### config.mk
export PLATFORM = sky130hd
export DESIGN_NAME = json_key_value_locator
export DESIGN_NICKNAME = d
export VERILOG_FILES = /design/src/hdl/jkvl_pkg.sv /design/src/hdl/jkvl_in_stage.sv /design/src/hdl/jkvl_cfg.sv /design/src/hdl/jkvl_scan.sv /design/src/hdl/jkvl_out_stage.sv /design/src/hdl/json_key_value_locator.sv
export SDC_FILE = /design/constraint.sdc
export NUM_CORES = 1
export LEC_CHECK = 0
export ABC_AREA = 1
export BUFFER_PORTS_ARGS = -buffer_cell sky130_fd_sc_hd__buf_2
export CAP_MARGIN = 20
export CORE_ASPECT_RATIO = 0.7
export CORE_MARGIN = 8
export CORE_UTILIZATION = 55
export CTS_CLUSTER_DIAMETER = 80
export CTS_CLUSTER_SIZE = 12
export DETAILED_ROUTE_END_ITERATION = 12
export PLACE_DENSITY = 0.84
export SETUP_SLACK_MARGIN = 0.3
export SLEW_MARGIN = 40
export SYNTH_ARGS = -nofsm -noshare
export SYNTH_HDL_FRONTEND = slang
export SYNTH_HIERARCHICAL = 1
export SYNTH_SLANG_ARGS = --single-unit
### constraint.sdc
create_clock -name clk_i -period 5 [get_ports clk_i]
set_input_delay 0.75 -clock clk_i [delete_from_list [all_inputs] [get_ports clk_i]]
set_output_delay 0.75 -clock clk_i [all_outputs]
set_load 0.05 [all_outputs]
### src/hdl/jkvl_pkg.sv
// Shared types, codes and character constants of the JSON key/value locator.
`timescale 1ns / 1ps
`default_nettype none

package jkvl_pkg;

  // Default sizing
  localparam int unsigned MAX_TEXT_BYTES_DEF = 4096;
  localparam int unsigned KEY_BYTES_DEF      = 16;

  // Fixed field widths
  localparam int unsigned KEY_LEN_W  = 5;
  localparam int unsigned OFFSET_W   = 12;
  localparam int unsigned CFG_IDX_W  = 2;
  localparam int unsigned CFG_DATA_W = 64;
  localparam int unsigned CFG_LANE_BYTES = 8;

  // Characters the scanner reacts to
  localparam logic [7:0] CH_NUL      = 8'h00;
  localparam logic [7:0] CH_SPACE    = 8'h20;
  localparam logic [7:0] CH_QUOTE    = 8'h22;
  localparam logic [7:0] CH_COLON    = 8'h3A;
  localparam logic [7:0] CH_LBRACKET = 8'h5B;
  localparam logic [7:0] CH_BSLASH   = 8'h5C;

  // Scanner phases
  typedef enum logic [2:0] {
    PH_OUTSIDE,
    PH_IN_NAME,
    PH_NAME_ESC,
    PH_AFTER_NAME,
    PH_WAIT_VALUE,
    PH_IN_VALUE,
    PH_VALUE_ESC,
    PH_DONE
  } phase_e;

  // Result status codes
  typedef enum logic [2:0] {
    ST_FOUND  = 3'd0,
    ST_ABSENT = 3'd1,
    ST_UNTERM = 3'd2,
    ST_TYPE   = 3'd3,
    ST_LONG   = 3'd4
  } status_e;

  // Configuration register indexes
  typedef enum logic [CFG_IDX_W-1:0] {
    CFG_KEY_LOW,
    CFG_KEY_HIGH,
    CFG_KEY_LEN,
    CFG_VALUE_KIND
  } cfg_reg_e;

  // One text byte as held in the input register
  typedef struct packed {
    logic [7:0] text_byte;
    logic       last;
  } byte_word_t;

  // Scalar configuration fields
  typedef struct packed {
    logic [KEY_LEN_W-1:0] key_length;
    logic                 value_kind;
  } cfg_t;

  // One result word
  typedef struct packed {
    status_e              status;
    logic [OFFSET_W-1:0]  value_start;
    logic [OFFSET_W-1:0]  value_end;
  } result_t;

  // 0x01..0x20 count as white space
  function automatic logic is_white(input logic [7:0] b);
    return (b != CH_NUL) && (b <= CH_SPACE);
  endfunction

endpackage

`default_nettype wire

### src/hdl/jkvl_in_stage.sv
// Input register: holds one text byte until the scanner takes it.
`timescale 1ns / 1ps
`default_nettype none

module jkvl_in_stage (
  input  wire logic                 clk_i,
  input  wire logic                 rst_ni,
  input  wire logic                 in_valid_i,
  output logic                      in_ready_o,
  input  wire logic [7:0]           text_byte_i,
  input  wire logic                 last_i,
  output logic                      word_valid_o,
  output jkvl_pkg::byte_word_t      word_o,
  input  wire logic                 take_i
);

  logic                 valid_q, valid_d;
  jkvl_pkg::byte_word_t word_q;
  logic                 accept;

  // Free when empty or when the held word leaves this cycle
  assign in_ready_o = !valid_q || take_i;
  assign accept     = in_valid_i && in_ready_o;

  always_comb begin
    valid_d = valid_q;
    if (accept) begin
      valid_d = 1'b1;
    end else if (take_i) begin
      valid_d = 1'b0;
    end
  end

  always_ff @(posedge clk_i or negedge rst_ni) begin
    if (!rst_ni) begin
      valid_q <= 1'b0;
    end else begin
      valid_q <= valid_d;
    end
  end

  // Payload, no reset
  always_ff @(posedge clk_i) begin
    if (accept) begin
      word_q.text_byte <= text_byte_i;
      word_q.last      <= last_i;
    end
  end

  assign word_valid_o = valid_q;
  assign word_o       = word_q;

endmodule

`default_nettype wire

### src/hdl/jkvl_cfg.sv
// Configuration registers: key bytes, key length and expected value kind.
`timescale 1ns / 1ps
`default_nettype none

module jkvl_cfg #(
  parameter int unsigned KEY_BYTES = jkvl_pkg::KEY_BYTES_DEF
) (
  input  wire logic                              clk_i,
  input  wire logic                              rst_ni,
  input  wire logic                              cfg_valid_i,
  input  wire logic [jkvl_pkg::CFG_IDX_W-1:0]    cfg_index_i,
  input  wire logic [jkvl_pkg::CFG_DATA_W-1:0]   cfg_data_i,
  output logic [KEY_BYTES*8-1:0]                 key_o,
  output jkvl_pkg::cfg_t                         cfg_o
);

  logic [KEY_BYTES*8-1:0] key_q;
  jkvl_pkg::cfg_t         cfg_q;

  // Only the key bytes that can be compared are stored
  for (genvar i = 0; i < KEY_BYTES; i++) begin : g_key
    localparam jkvl_pkg::cfg_reg_e Reg =
      (i < jkvl_pkg::CFG_LANE_BYTES) ? jkvl_pkg::CFG_KEY_LOW : jkvl_pkg::CFG_KEY_HIGH;
    localparam int unsigned Lane = i % jkvl_pkg::CFG_LANE_BYTES;

    always_ff @(posedge clk_i or negedge rst_ni) begin
      if (!rst_ni) begin
        key_q[8*i +: 8] <= 8'h00;
      end else if (cfg_valid_i && (cfg_index_i == Reg)) begin
        key_q[8*i +: 8] <= cfg_data_i[8*Lane +: 8];
      end
    end
  end

  // Scalar fields
  always_ff @(posedge clk_i or negedge rst_ni) begin
    if (!rst_ni) begin
      cfg_q.key_length <= '0;
      cfg_q.value_kind <= 1'b0;
    end else if (cfg_valid_i) begin
      case (cfg_index_i)
        jkvl_pkg::CFG_KEY_LEN: begin
          cfg_q.key_length <= cfg_data_i[jkvl_pkg::KEY_LEN_W-1:0];
        end
        jkvl_pkg::CFG_VALUE_KIND: begin
          cfg_q.value_kind <= cfg_data_i[0];
        end
        default: begin
        end
      endcase
    end
  end

  assign key_o = key_q;
  assign cfg_o = cfg_q;

endmodule

`default_nettype wire

### src/hdl/jkvl_scan.sv
// Scanner: per-byte phase update, key compare and result formation.
`timescale 1ns / 1ps
`default_nettype none

module jkvl_scan #(
  parameter int unsigned MAX_TEXT_BYTES = jkvl_pkg::MAX_TEXT_BYTES_DEF,
  parameter int unsigned KEY_BYTES      = jkvl_pkg::KEY_BYTES_DEF
) (
  input  wire logic                   clk_i,
  input  wire logic                   rst_ni,
  input  wire logic [KEY_BYTES*8-1:0] key_i,
  input  wire jkvl_pkg::cfg_t         cfg_i,
  input  wire logic                   word_valid_i,
  input  wire jkvl_pkg::byte_word_t   word_i,
  input  wire logic                   res_room_i,
  output logic                        take_o,
  output logic                        res_load_o,
  output jkvl_pkg::result_t           res_o
);

  localparam int unsigned PW = $clog2(MAX_TEXT_BYTES + 1);
  localparam int unsigned KW = jkvl_pkg::KEY_LEN_W;
  localparam int unsigned OW = jkvl_pkg::OFFSET_W;

  // State
  jkvl_pkg::phase_e  phase_q, phase_d, phase_take;
  logic [PW-1:0]     pos_q, pos_d;
  logic [KW-1:0]     key_idx_q, key_idx_d, key_idx_take;
  logic              match_q, match_d, match_take;
  logic [OW-1:0]     vstart_q, vstart_d, vstart_take;
  logic [OW-1:0]     vend_q, vend_d, vend_take;
  jkvl_pkg::status_e outcome_q, outcome_d, outcome_take, outcome_fin;
  logic              too_long_q, too_long_d, too_long_fin;

  logic [7:0]        b;
  logic              in_range;
  logic              byte_on;
  logic [7:0]        key_sel;
  logic              cmp_ok;
  logic              wait_open_ok;
  logic [OW-1:0]     pos_off;

  assign b        = word_i.text_byte;
  assign take_o   = word_valid_i && (!word_i.last || res_room_i);
  assign in_range = pos_q < PW'(MAX_TEXT_BYTES);
  assign byte_on  = take_o && in_range && (phase_q != jkvl_pkg::PH_DONE);
  assign pos_off  = OW'(pos_q);

  // Key byte at the current compare index
  always_comb begin
    key_sel = 8'h00;
    for (int i = 0; i < KEY_BYTES; i++) begin
      if (key_idx_q == KW'(i)) begin
        key_sel = key_i[8*i +: 8];
      end
    end
  end

  assign cmp_ok = match_q && (key_idx_q < cfg_i.key_length) &&
                  (key_idx_q < KW'(KEY_BYTES)) && (b == key_sel);

  assign wait_open_ok = cfg_i.value_kind ? (b == jkvl_pkg::CH_LBRACKET)
                                         : (b == jkvl_pkg::CH_QUOTE);

  // Next phase for the byte
  always_comb begin
    phase_take = phase_q;
    if (byte_on) begin
      if (b == jkvl_pkg::CH_NUL) begin
        phase_take = jkvl_pkg::PH_DONE;
      end else begin
        case (phase_q)
          jkvl_pkg::PH_OUTSIDE: begin
            if (b == jkvl_pkg::CH_QUOTE) phase_take = jkvl_pkg::PH_IN_NAME;
          end
          jkvl_pkg::PH_IN_NAME: begin
            if (b == jkvl_pkg::CH_QUOTE) begin
              phase_take = jkvl_pkg::PH_AFTER_NAME;
            end else if (b == jkvl_pkg::CH_BSLASH) begin
              phase_take = jkvl_pkg::PH_NAME_ESC;
            end
          end
          jkvl_pkg::PH_NAME_ESC: begin
            phase_take = jkvl_pkg::PH_IN_NAME;
          end
          jkvl_pkg::PH_AFTER_NAME: begin
            if (jkvl_pkg::is_white(b)) begin
              phase_take = jkvl_pkg::PH_AFTER_NAME;
            end else if (b == jkvl_pkg::CH_COLON) begin
              phase_take = (match_q && (key_idx_q == cfg_i.key_length))
                           ? jkvl_pkg::PH_WAIT_VALUE : jkvl_pkg::PH_OUTSIDE;
            end else if (b == jkvl_pkg::CH_QUOTE) begin
              phase_take = jkvl_pkg::PH_IN_NAME;
            end else begin
              phase_take = jkvl_pkg::PH_OUTSIDE;
            end
          end
          jkvl_pkg::PH_WAIT_VALUE: begin
            if (jkvl_pkg::is_white(b)) begin
              phase_take = jkvl_pkg::PH_WAIT_VALUE;
            end else if (wait_open_ok && !cfg_i.value_kind) begin
              phase_take = jkvl_pkg::PH_IN_VALUE;
            end else begin
              phase_take = jkvl_pkg::PH_DONE;
            end
          end
          jkvl_pkg::PH_IN_VALUE: begin
            if (b == jkvl_pkg::CH_BSLASH) begin
              phase_take = jkvl_pkg::PH_VALUE_ESC;
            end else if (b == jkvl_pkg::CH_QUOTE) begin
              phase_take = jkvl_pkg::PH_DONE;
            end
          end
          jkvl_pkg::PH_VALUE_ESC: begin
            phase_take = jkvl_pkg::PH_IN_VALUE;
          end
          default: begin
            phase_take = phase_q;
          end
        endcase
      end
    end
  end

  // Last byte closes the text and the scanner starts over
  always_comb begin
    phase_d = phase_q;
    if (take_o) begin
      phase_d = word_i.last ? jkvl_pkg::PH_OUTSIDE : phase_take;
    end
  end

  // Key tracking, offsets and outcome for the byte
  always_comb begin
    key_idx_take = key_idx_q;
    match_take   = match_q;
    vstart_take  = vstart_q;
    vend_take    = vend_q;
    outcome_take = outcome_q;
    if (byte_on) begin
      if (b == jkvl_pkg::CH_NUL) begin
        // early end: judge the phase the zero byte interrupts
        case (phase_q)
          jkvl_pkg::PH_IN_NAME, jkvl_pkg::PH_NAME_ESC,
          jkvl_pkg::PH_IN_VALUE, jkvl_pkg::PH_VALUE_ESC: begin
            outcome_take = jkvl_pkg::ST_UNTERM;
          end
          jkvl_pkg::PH_WAIT_VALUE: begin
            outcome_take = jkvl_pkg::ST_TYPE;
          end
          default: begin
          end
        endcase
      end else begin
        case (phase_q)
          jkvl_pkg::PH_OUTSIDE, jkvl_pkg::PH_AFTER_NAME: begin
            // a quote opens a new name here (after-name only when not white)
            if (b == jkvl_pkg::CH_QUOTE) begin
              key_idx_take = '0;
              match_take   = 1'b1;
            end
          end
          jkvl_pkg::PH_IN_NAME, jkvl_pkg::PH_NAME_ESC: begin
            if ((phase_q == jkvl_pkg::PH_NAME_ESC) || (b != jkvl_pkg::CH_QUOTE)) begin
              if (cmp_ok) begin
                key_idx_take = key_idx_q + KW'(1);
              end else begin
                match_take = 1'b0;
              end
            end
          end
          jkvl_pkg::PH_WAIT_VALUE: begin
            if (!jkvl_pkg::is_white(b)) begin
              if (wait_open_ok) begin
                vstart_take = pos_off;
                if (cfg_i.value_kind) begin
                  vend_take    = pos_off;
                  outcome_take = jkvl_pkg::ST_FOUND;
                end
              end else begin
                outcome_take = jkvl_pkg::ST_TYPE;
              end
            end
          end
          jkvl_pkg::PH_IN_VALUE: begin
            if (b == jkvl_pkg::CH_QUOTE) begin
              vend_take    = pos_off;
              outcome_take = jkvl_pkg::ST_FOUND;
            end
          end
          default: begin
          end
        endcase
      end
    end
  end

  // End-of-text judgment and the result word
  always_comb begin
    case (phase_take)
      jkvl_pkg::PH_IN_NAME, jkvl_pkg::PH_NAME_ESC,
      jkvl_pkg::PH_IN_VALUE, jkvl_pkg::PH_VALUE_ESC: begin
        outcome_fin = jkvl_pkg::ST_UNTERM;
      end
      jkvl_pkg::PH_WAIT_VALUE: begin
        outcome_fin = jkvl_pkg::ST_TYPE;
      end
      default: begin
        outcome_fin = outcome_take;
      end
    endcase
    too_long_fin = too_long_q || !in_range;
    res_o.status = too_long_fin ? jkvl_pkg::ST_LONG : outcome_fin;
    if (res_o.status == jkvl_pkg::ST_FOUND) begin
      res_o.value_start = vstart_take;
      res_o.value_end   = vend_take;
    end else begin
      res_o.value_start = '0;
      res_o.value_end   = '0;
    end
    res_load_o = take_o && word_i.last;
  end

  // Data next values
  always_comb begin
    pos_d      = pos_q;
    key_idx_d  = key_idx_q;
    match_d    = match_q;
    vstart_d   = vstart_q;
    vend_d     = vend_q;
    outcome_d  = outcome_q;
    too_long_d = too_long_q;
    if (take_o && word_i.last) begin
      pos_d      = '0;
      key_idx_d  = '0;
      match_d    = 1'b1;
      vstart_d   = '0;
      vend_d     = '0;
      outcome_d  = jkvl_pkg::ST_ABSENT;
      too_long_d = 1'b0;
    end else if (take_o) begin
      pos_d      = in_range ? (pos_q + PW'(1)) : pos_q;
      key_idx_d  = key_idx_take;
      match_d    = match_take;
      vstart_d   = vstart_take;
      vend_d     = vend_take;
      outcome_d  = outcome_take;
      too_long_d = too_long_fin;
    end
  end

  always_ff @(posedge clk_i or negedge rst_ni) begin
    if (!rst_ni) begin
      phase_q    <= jkvl_pkg::PH_OUTSIDE;
      pos_q      <= '0;
      key_idx_q  <= '0;
      match_q    <= 1'b1;
      vstart_q   <= '0;
      vend_q     <= '0;
      outcome_q  <= jkvl_pkg::ST_ABSENT;
      too_long_q <= 1'b0;
    end else begin
      phase_q    <= phase_d;
      pos_q      <= pos_d;
      key_idx_q  <= key_idx_d;
      match_q    <= match_d;
      vstart_q   <= vstart_d;
      vend_q     <= vend_d;
      outcome_q  <= outcome_d;
      too_long_q <= too_long_d;
    end
  end

endmodule

`default_nettype wire

### src/hdl/jkvl_out_stage.sv
// Result register: holds one result word until the receiver takes it.
`timescale 1ns / 1ps
`default_nettype none

module jkvl_out_stage (
  input  wire logic                             clk_i,
  input  wire logic                             rst_ni,
  input  wire logic                             load_i,
  input  wire jkvl_pkg::result_t                res_i,
  output logic                                  room_o,
  output logic                                  out_valid_o,
  input  wire logic                             out_ready_i,
  output logic [2:0]                            status_o,
  output logic [jkvl_pkg::OFFSET_W-1:0]         value_start_o,
  output logic [jkvl_pkg::OFFSET_W-1:0]         value_end_o
);

  logic              valid_q, valid_d;
  jkvl_pkg::result_t res_q;

  // Room when empty or when the held word is taken now
  assign room_o = !valid_q || out_ready_i;

  always_comb begin
    valid_d = valid_q;
    if (load_i) begin
      valid_d = 1'b1;
    end else if (out_ready_i) begin
      valid_d = 1'b0;
    end
  end

  always_ff @(posedge clk_i or negedge rst_ni) begin
    if (!rst_ni) begin
      valid_q <= 1'b0;
    end else begin
      valid_q <= valid_d;
    end
  end

  always_ff @(posedge clk_i) begin
    if (load_i) begin
      res_q <= res_i;
    end
  end

  assign out_valid_o   = valid_q;
  assign status_o      = res_q.status;
  assign value_start_o = res_q.value_start;
  assign value_end_o   = res_q.value_end;

endmodule

`default_nettype wire

### src/hdl/json_key_value_locator.sv
// Top level of the JSON key/value locator.
//
// Usage: a JSON text streams in one byte per word on the in channel
// (text_byte_i, last_i set on the final byte). The block finds the first
// quoted name equal to the configured key and followed by a colon, checks
// that the value opens with a quote or a bracket, and returns one result
// word per text on the out channel: status, value_start and value_end.
// Config is written on the cfg channel (index 0/1 key bytes, 2 key length,
// 3 value kind) while no text is in flight: the user must keep to this,
// since the block does not enforce it. cfg_ready_o is always high.
// Throughput: one byte per cycle while the result register has room for a
// last byte, set by the combinational phase update and key-byte compare
// between the input register and the result register.
// Reset clears the scanner, the key, key length and value kind, and both
// stages. When the receiver stalls, the result register holds its word;
// plain bytes keep flowing, and a last byte waits in the input register
// until the result register frees up.
`timescale 1ns / 1ps
`default_nettype none

module json_key_value_locator #(
  parameter int unsigned MAX_TEXT_BYTES = jkvl_pkg::MAX_TEXT_BYTES_DEF,
  parameter int unsigned KEY_BYTES      = jkvl_pkg::KEY_BYTES_DEF
) (
  input  wire logic                              clk_i,
  input  wire logic                              rst_ni,
  input  wire logic                              in_valid_i,
  output logic                                   in_ready_o,
  input  wire logic [7:0]                        text_byte_i,
  input  wire logic                              last_i,
  output logic                                   out_valid_o,
  input  wire logic                              out_ready_i,
  output logic [2:0]                             status_o,
  output logic [jkvl_pkg::OFFSET_W-1:0]          value_start_o,
  output logic [jkvl_pkg::OFFSET_W-1:0]          value_end_o,
  input  wire logic                              cfg_valid_i,
  output logic                                   cfg_ready_o,
  input  wire logic [jkvl_pkg::CFG_IDX_W-1:0]    cfg_index_i,
  input  wire logic [jkvl_pkg::CFG_DATA_W-1:0]   cfg_data_i
);

  logic                   word_valid;
  jkvl_pkg::byte_word_t   word;
  logic                   take;
  logic                   res_load;
  logic                   res_room;
  jkvl_pkg::result_t      res;
  logic [KEY_BYTES*8-1:0] key;
  jkvl_pkg::cfg_t         cfg;

  assign cfg_ready_o = 1'b1;

  jkvl_in_stage u_in (
    .clk_i        (clk_i),
    .rst_ni       (rst_ni),
    .in_valid_i   (in_valid_i),
    .in_ready_o   (in_ready_o),
    .text_byte_i  (text_byte_i),
    .last_i       (last_i),
    .word_valid_o (word_valid),
    .word_o       (word),
    .take_i       (take)
  );

  jkvl_cfg #(
    .KEY_BYTES (KEY_BYTES)
  ) u_cfg (
    .clk_i       (clk_i),
    .rst_ni      (rst_ni),
    .cfg_valid_i (cfg_valid_i),
    .cfg_index_i (cfg_index_i),
    .cfg_data_i  (cfg_data_i),
    .key_o       (key),
    .cfg_o       (cfg)
  );

  jkvl_scan #(
    .MAX_TEXT_BYTES (MAX_TEXT_BYTES),
    .KEY_BYTES      (KEY_BYTES)
  ) u_scan (
    .clk_i        (clk_i),
    .rst_ni       (rst_ni),
    .key_i        (key),
    .cfg_i        (cfg),
    .word_valid_i (word_valid),
    .word_i       (word),
    .res_room_i   (res_room),
    .take_o       (take),
    .res_load_o   (res_load),
    .res_o        (res)
  );

  jkvl_out_stage u_out (
    .clk_i         (clk_i),
    .rst_ni        (rst_ni),
    .load_i        (res_load),
    .res_i         (res),
    .room_o        (res_room),
    .out_valid_o   (out_valid_o),
    .out_ready_i   (out_ready_i),
    .status_o      (status_o),
    .value_start_o (value_start_o),
    .value_end_o   (value_end_o)
  );

endmodule

`default_nettype wire

==> qor.yml, run 1 <==
cells_and_area:
  final_cells: 1848
  drive_gt1_frac: 0.149
  final_nets: 1654
  stdcell_area_mm2: 0.0131
  areaGrowthSynthToFinish_pct: 10.1
  n_antenna_cell: 0
critical_path:
  worstPathMaxFanout: 11
  cp.arrival_ns: 4.10
  setup.worst_path.end: "u_scan/key_idx_q[1]$_DFFE_PN0P_"
  rr_worst_depth: 27
  crit_type: "reg2reg"
  r2r-start: "u_scan/key_idx_q[1]$_DFFE_PN0P_"
  reg2reg_to: "u_scan/key_idx_q[1]$_DFFE_PN0P_"
  end_kind: "register"
  cp.required_ns: 5.40
  crit_start: "u_scan/key_idx_q[1]$_DFFE_PN0P_"
  ff2ff_setup_slack_ns: 1.29
  setup.worst_path.start_class: "register"
die:
  die_h_um: 139
  die_area_mm2: 0.0266
  core_mm2: 0.0215
  io_pins: 110
  num_rows: 45
  fp.dieW_um: 192
  initial_core_util: 0.553
drt:
  drtAntennaViolNets: 0
  vias: 10897
  routed_wl_um: 34100
  via_per_inst: 5.90
  first_pass_iters: 6
  wl_per_cell_um: 18.4
  drc_errors: 0
  first_iter_violations: 1407
placed_design:
  dp.cells: 1816
  place_hpwl_um: 24400
  placed_cell_area_mm2: 0.0124
  io_buffers: 108
  gp_congestion: 0.956
status:
  status: "complete, no violations"
power:
  switching_share: 0.362
  p_seq_frac: 0.430
  p_switching_mw: 1.89
  leakage_nw: 6.65
  power_density_mw_per_mm2: 399
  power_mw: 5.22
  vdd_ir_drop_max_mv: 0.286
  clkPwrFrac: 0.286
  internal-power_mw: 3.33
  power_frac_comb: 0.285
yosys:
  ys_ff_latch: 222
  async_flop_share: 0.838
  synth_cell_types: 51
  synth_cells: 1487
  synth_nets: 1583
  synth_seq_area_share: 0.484
  synth_edf_count: 36
  synth_most_common_cell: "nand2_1"
  synth_area_mm2: 0.0119
  ys_top_cells_by_area: "dfrtp_1 (39%), nand2_1 (16%), edfxtp_1 (9.1%)"
  ys_warn_count: 6
  yosysTopAreaCellShare: 0.388
  synth_area_leader_cell: "dfrtp_1"
  synthFlopType: "dfrtp_1"
  syn_avg_cell_area_um2: 7.98
  synthTopCellsByCount: "nand2_1 (498), dfrtp_1 (184), nand3_1 (144)"
global_routing:
  grt_pass1_vias: 10066
  grt_antenna_before_repair: 0
  grt_overflow_total: 0
  grt_util_all_layers: 0.253
  grt_max_degree: 101
  grt_pass1_wl_um: 54200
clocking:
  post_cts_buffers: 0
  numCtsBuffers: 22
  path_clk_slew_ns: 0.06
  cts_tree: "done"
  clock-sinks: 222
  cts_root_buf: "clkbuf_16"
  h-tree-depth: 1
  cts-resized-gates: 0
  ctsHoldBuffers: 0
  clk_path_buf_depth: 3
  insertion_delay_ns: 0.51
sta:
  max_slew_margin: 0.424
  tightest_slew_ns: 0.863
  setup_viol: 0
  final-hold-violation-count: 0
  post-route-period-util: 0.742
  slew_violations: 0
  clock_skew_ns: 0.0138
  fmax_mhz: 270
  tns_ns: 0
  rsz0062_at_grt: "no"
  period_needed_ns: 3.71
run:
  cap_violations: 0
hold_path:
  hold_path_class: "in2async"
worst min-delay path by stage:
stage          depth (start not counted)                           end
2_1_floorplan                          2  u_cfg/key_o[120]$_DFFE_PN0P_
3_3_place_gp                           2   u_cfg/key_o[51]$_DFFE_PN0P_
3_5_place_dp                           2   u_cfg/key_o[51]$_DFFE_PN0P_
4_1_cts                                1   u_cfg/key_o[97]$_DFFE_PN0P_
5_1_grt                                1   u_cfg/key_o[96]$_DFFE_PN0P_
6_report                               1  u_cfg/key_o[101]$_DFFE_PN0P_
flip-flops by register name, summed over array words and instances, names as in the netlist, 3 cells and up:
name	count
u_in/word_o	9
u_scan/vstart_q	12
u_out/value_start_o	12
u_out/status_o	3
u_scan/phase_q	3
u_scan/key_idx_q	5
u_out/value_end_o	12
u_scan/outcome_q	3
u_scan/pos_q	13
u_scan/vend_q	12
u_cfg/key_o	128
u_cfg/cfg_o	6
metal layers:
layer | vias up | GRT usage | wire length [um]
li1 | 4975 | - | -
met1 | 5170 | 0.396 | 15200
met2 | 687 | 0.333 | 13600
met3 | 65 | 0.0771 | 4520
met4 | 0 | 0.0549 | 758
met5 | - | 0 | 0
cells by family after synthesis:
| group | count (synthesis) | synth area share |
|---|---|---|
| and+or+nand+nor | 912 | 0.353 |
| xor gates and xnor gates | 2 | 0.00148 |
| muxes | 12 | 0.0101 |
| AOI/OAI and AO/OA | 94 | 0.0483 |
| buffers and inverters | 228 | 0.0868 |
| adders and majority gates | 16 | 0.0169 |
| other | 1 | 0.000316 |
| DFF | 222 | 0.484 |
cells in the final DEF, fill, tap and decap left out, types with 3 or more instances in the layout:
cell         n
o21ai_0     37
nand2_4      4
a32oi_1     12
nand4_1     76
buf_2      107
mux2i_1     12
nor3_1      16
edfxtp_1    36
nand2_2      3
nand3_2     23
o21ai_1      8
nor2_1     100
nor2_2       7
dfrtp_1    184
or2_2       14
buf_4        9
and2_1       3
nor2_4       9
clkbuf_16   23
ha_1        16
clkbuf_1     8
or2_0        5
nand2_1    498
inv_2       18
a21oi_1     18
nand3b_1     3
inv_1      133
nor4_1       4
o22ai_1      5
clkinv_1     4
nand3_1    142
stage by stage:
step                      worst slack, ns  hold WS [ns]   util
after floorplan                      1.81         0.434      -
after global placement              0.982         0.446  0.579
after detailed placement            0.999         0.452  0.580
after CTS                            1.42         0.333  0.608
after global routing                0.778         0.366  0.609
final                                1.29         0.294  0.609
area by class of cell:
cell class | instances | area [um^2]
repair buffers | 118 | 637
clock inverters | 1 | 8.76
fillers | 1908 | 8390
multi-input cells | 1037 | 5130
clock buffers | 31 | 606
flip-flops and latches | 222 | 5740
well taps | 282 | 353
inverters | 157 | 597
power groups by stage:
stage          registers, mW  logic, mW  clock network, mW
3_3_place_gp            2.26       1.40                  0
6_report                2.24       1.48               1.49
3_5_place_dp            2.26       1.43                  0
2_1_floorplan           2.26      0.918                  0
4_1_cts                 2.23       1.43               1.51
5_1_grt                 2.26       1.62               1.58
worst max-delay path, stage by stage (launching register included):
cell     delay (ns)
dfrtp_1        0.45
inv_1          0.12
ha_1           0.26
inv_1          0.06
nor2_1         0.25
nand2_1        0.38
o21ai_0        0.26
inv_1          0.07
nand2_1        0.07
nand2_1        0.05
nand2_1        0.12
nand2_1        0.07
nand2_1        0.06
nand2_1        0.08
nand2_1        0.10
nand3_1        0.07
nand2_1        0.10
nand2_1        0.12
nand2_1        0.08
nand2_1        0.04
nand2_1        0.12
nand2_1        0.07
nor2_1         0.09
nand2_1        0.08
nor2_2         0.09
nand4_2        0.16
nand3_1        0.14
nand2_1        0.06
Note: power is estimated with default switching activity, not from simulation.
==> run 2, diff against run 1 <==
--- a/config.mk
+++ b/config.mk
@@ -10,11 +10,11 @@
 export CAP_MARGIN = 20
 export CORE_ASPECT_RATIO = 0.7
 export CORE_MARGIN = 8
-export CORE_UTILIZATION = 55
+export CORE_UTILIZATION = 54
 export CTS_CLUSTER_DIAMETER = 80
 export CTS_CLUSTER_SIZE = 12
 export DETAILED_ROUTE_END_ITERATION = 12
-export PLACE_DENSITY = 0.84
+export PLACE_DENSITY = 0.85
 export SETUP_SLACK_MARGIN = 0.3
 export SLEW_MARGIN = 40
 export SYNTH_ARGS = -nofsm -noshare
==> constraint.sdc (replaced) <==
create_clock -name clk_i -period 3.1 [get_ports clk_i]
set_input_delay 0.465 -clock clk_i [delete_from_list [all_inputs] [get_ports clk_i]]
set_output_delay 0.465 -clock clk_i [all_outputs]
set_load 0.05 [all_outputs]
==> qor.yml, run 2 (synthesis results as in run 1) <==
global_routing:
  grt_pass1_vias: 10843  # +7.7%
  grt_max_degree: 138  # +37%
  grt_pass1_wl_um: 60200  # +11%
  grt_antenna_before_repair: 0  # unchanged
  grt_util_all_layers: 0.280  # +0.0276
  grt_overflow_total: 0  # unchanged
power:
  vdd_ir_drop_max_mv: 0.457  # +60%
  power_density_mw_per_mm2: 641  # +60%
  leakage_nw: 7.29  # +9.6%
critical_path:
  crit_top_cell: "nand2_1"
  cp_slowest_cell: "dfrtp_2"
  cp.required_ns: 3.51  # -1.89 ns
  setup.worst_path.start_class: "register"
  cp_top_family: "simple AND/OR/NAND/NOR gates"
  slowest_delay_ns: 0.44  # about the same
  end_kind: "register"
  worstPathMaxFanout: 7  # -4
  cp.arrival_ns: 3.63  # -0.47 ns
  critPathBufInv: 5  # +2
  crit_type: "reg2reg"
placed_design:
  place_hpwl_um: 26300  # +8.0%
  io_buffers: 108  # unchanged
  placed_cell_area_mm2: 0.0128  # +3.3%
  dp_slack_ns: -0.202  # -1.20 ns
  gp_congestion: 1.08  # +13%
sta:
  max_slew_margin: 0.429  # +0.00501
  clock_skew_ns: 0.0108  # -0.00303 ns
  fmax_mhz: 311  # +15%
  hold_slack_ns: 0.125  # -0.169 ns
  fin_ws_ns: -0.119  # -1.41 ns
  slew_violations: 0  # unchanged
  tns_ns: -0.573  # -0.573 ns
  tightest_slew_ns: 0.856  # -0.00751 ns
  period_needed_ns: 3.22  # -0.489 ns
  rsz0062_at_grt: "yes"
  final-hold-violation-count: 0  # unchanged
  setup_viol: 5  # +5
  post-route-period-util: 1.04  # +0.297
status:
  status: "complete, but fails checks"
  violations: "setup timing"
clocking:
  numCtsBuffers: 22  # unchanged
  cts_root_buf: "clkbuf_16"
  cts_tree: "done"
  clk_path_buf_depth: 3  # unchanged
  path_clk_slew_ns: 0.07  # about the same
  h-tree-depth: 1  # unchanged
  clock-sinks: 222  # unchanged
  insertion_delay_ns: 0.52  # about the same
cells_and_area:
  utilization: 0.671  # +0.0618
  drive_gt1_frac: 0.274  # +0.125
  areaGrowthSynthToFinish_pct: 22.2
  final_nets: 1752  # +5.9%
  stdcell_area_mm2: 0.0145  # +11%
  final_cell_mix: "nand2_1 (460), dfrtp_1 (180), inv_1 (126), buf_2 (106), nand3_1 (106)"
  layout_commonest_cell: "nand2_1"
  largest_reg_flops: 128  # unchanged
drt:
  drtAntennaViolNets: 0  # unchanged
  drc_errors: 0  # unchanged
  via_per_inst: 5.90  # about the same
  routed_wl_um: 38800  # +14%
  wl_per_cell_um: 19.9  # +8.2%
  first_iter_violations: 1552  # +10%
  vias: 11484  # +5.4%
  first_pass_iters: 6  # unchanged
run:
  cap_violations: 0  # unchanged
die:
  fp.dieW_um: 193  # +0.85%
  num_rows: 45  # unchanged
  core_mm2: 0.0216  # +0.79%
  die_h_um: 140  # +0.81%
  initial_core_util: 0.549  # -0.00432
  die_area_mm2: 0.0271  # +1.7%
  io_pins: 110  # unchanged
hold_path:
  hold_path_class: "in2reg"
## run 2: where the power goes
part,switching (mW),internal (mW)
clock network,1.12,1.34
registers,0.310,3.34
logic,2.06,1.13
total,3.48,5.81
## run 2: final timing paths
check	startpoint	slack, ns	cells after the start	endpoint
worst max-delay path	u_scan/key_idx_q[0]$_DFFE_PN0P_	-0.12	30	u_scan/key_idx_q[3]$_DFFE_PN0P_
worst min-delay path	text_byte_i[5]	0.13	1	u_in/word_o[6]$_DFFE_PP_
worst max register to register	u_scan/key_idx_q[0]$_DFFE_PN0P_	-0.12	30	u_scan/key_idx_q[3]$_DFFE_PN0P_
worst min register to register	u_cfg/key_o[51]$_DFFE_PN0P_	0.47	2	u_cfg/key_o[51]$_DFFE_PN0P_
max in group asynchronous	rst_ni	1.72	3	u_out/out_valid_o$_DFFE_PN0P_
min in group asynchronous	rst_ni	0.49	2	u_cfg/key_o[37]$_DFFE_PN0P_
## run 2: metal layers
metal	global-route usage	wire length, um	vias up
met4	0.0585	862	0
met5	0	0	-
met1	0.419	16400	5447
li1	-	-	5173
met3	0.0918	5470	93
met2	0.388	16100	771
## run 2: per-stage QoR
stage | power (mW) | cells
6_report | 9.29 | 1947
3_3_place_gp | 5.98 | 1868
3_5_place_dp | 6.03 | 1868
4_1_cts | 8.82 | 1930
5_1_grt | 9.71 | 1946
2_1_floorplan | 5.13 | 1487
## run 2: area by class of cell
type                            instances  area, um^2
Fill cell                            1763        7120
Multi-Input combinational cell       1040        5750
Sequential cell                       222        5740
Timing Repair Buffer                  213        1430
Inverter                              157         612
Clock buffer                           31         606
Tap cell                              282         353
Clock inverter                          1        8.76
Antenna cell                            1        2.50
## run 2: timing repair
action	in CTS	in global routing
gates cloned	2	1
pin swaps	24	58
buffers inserted	27	15
gates resized for setup	77	100
hold buffers	1	0
endpoints found under the hold margin	59	0
endpoints found under the setup margin	30	33
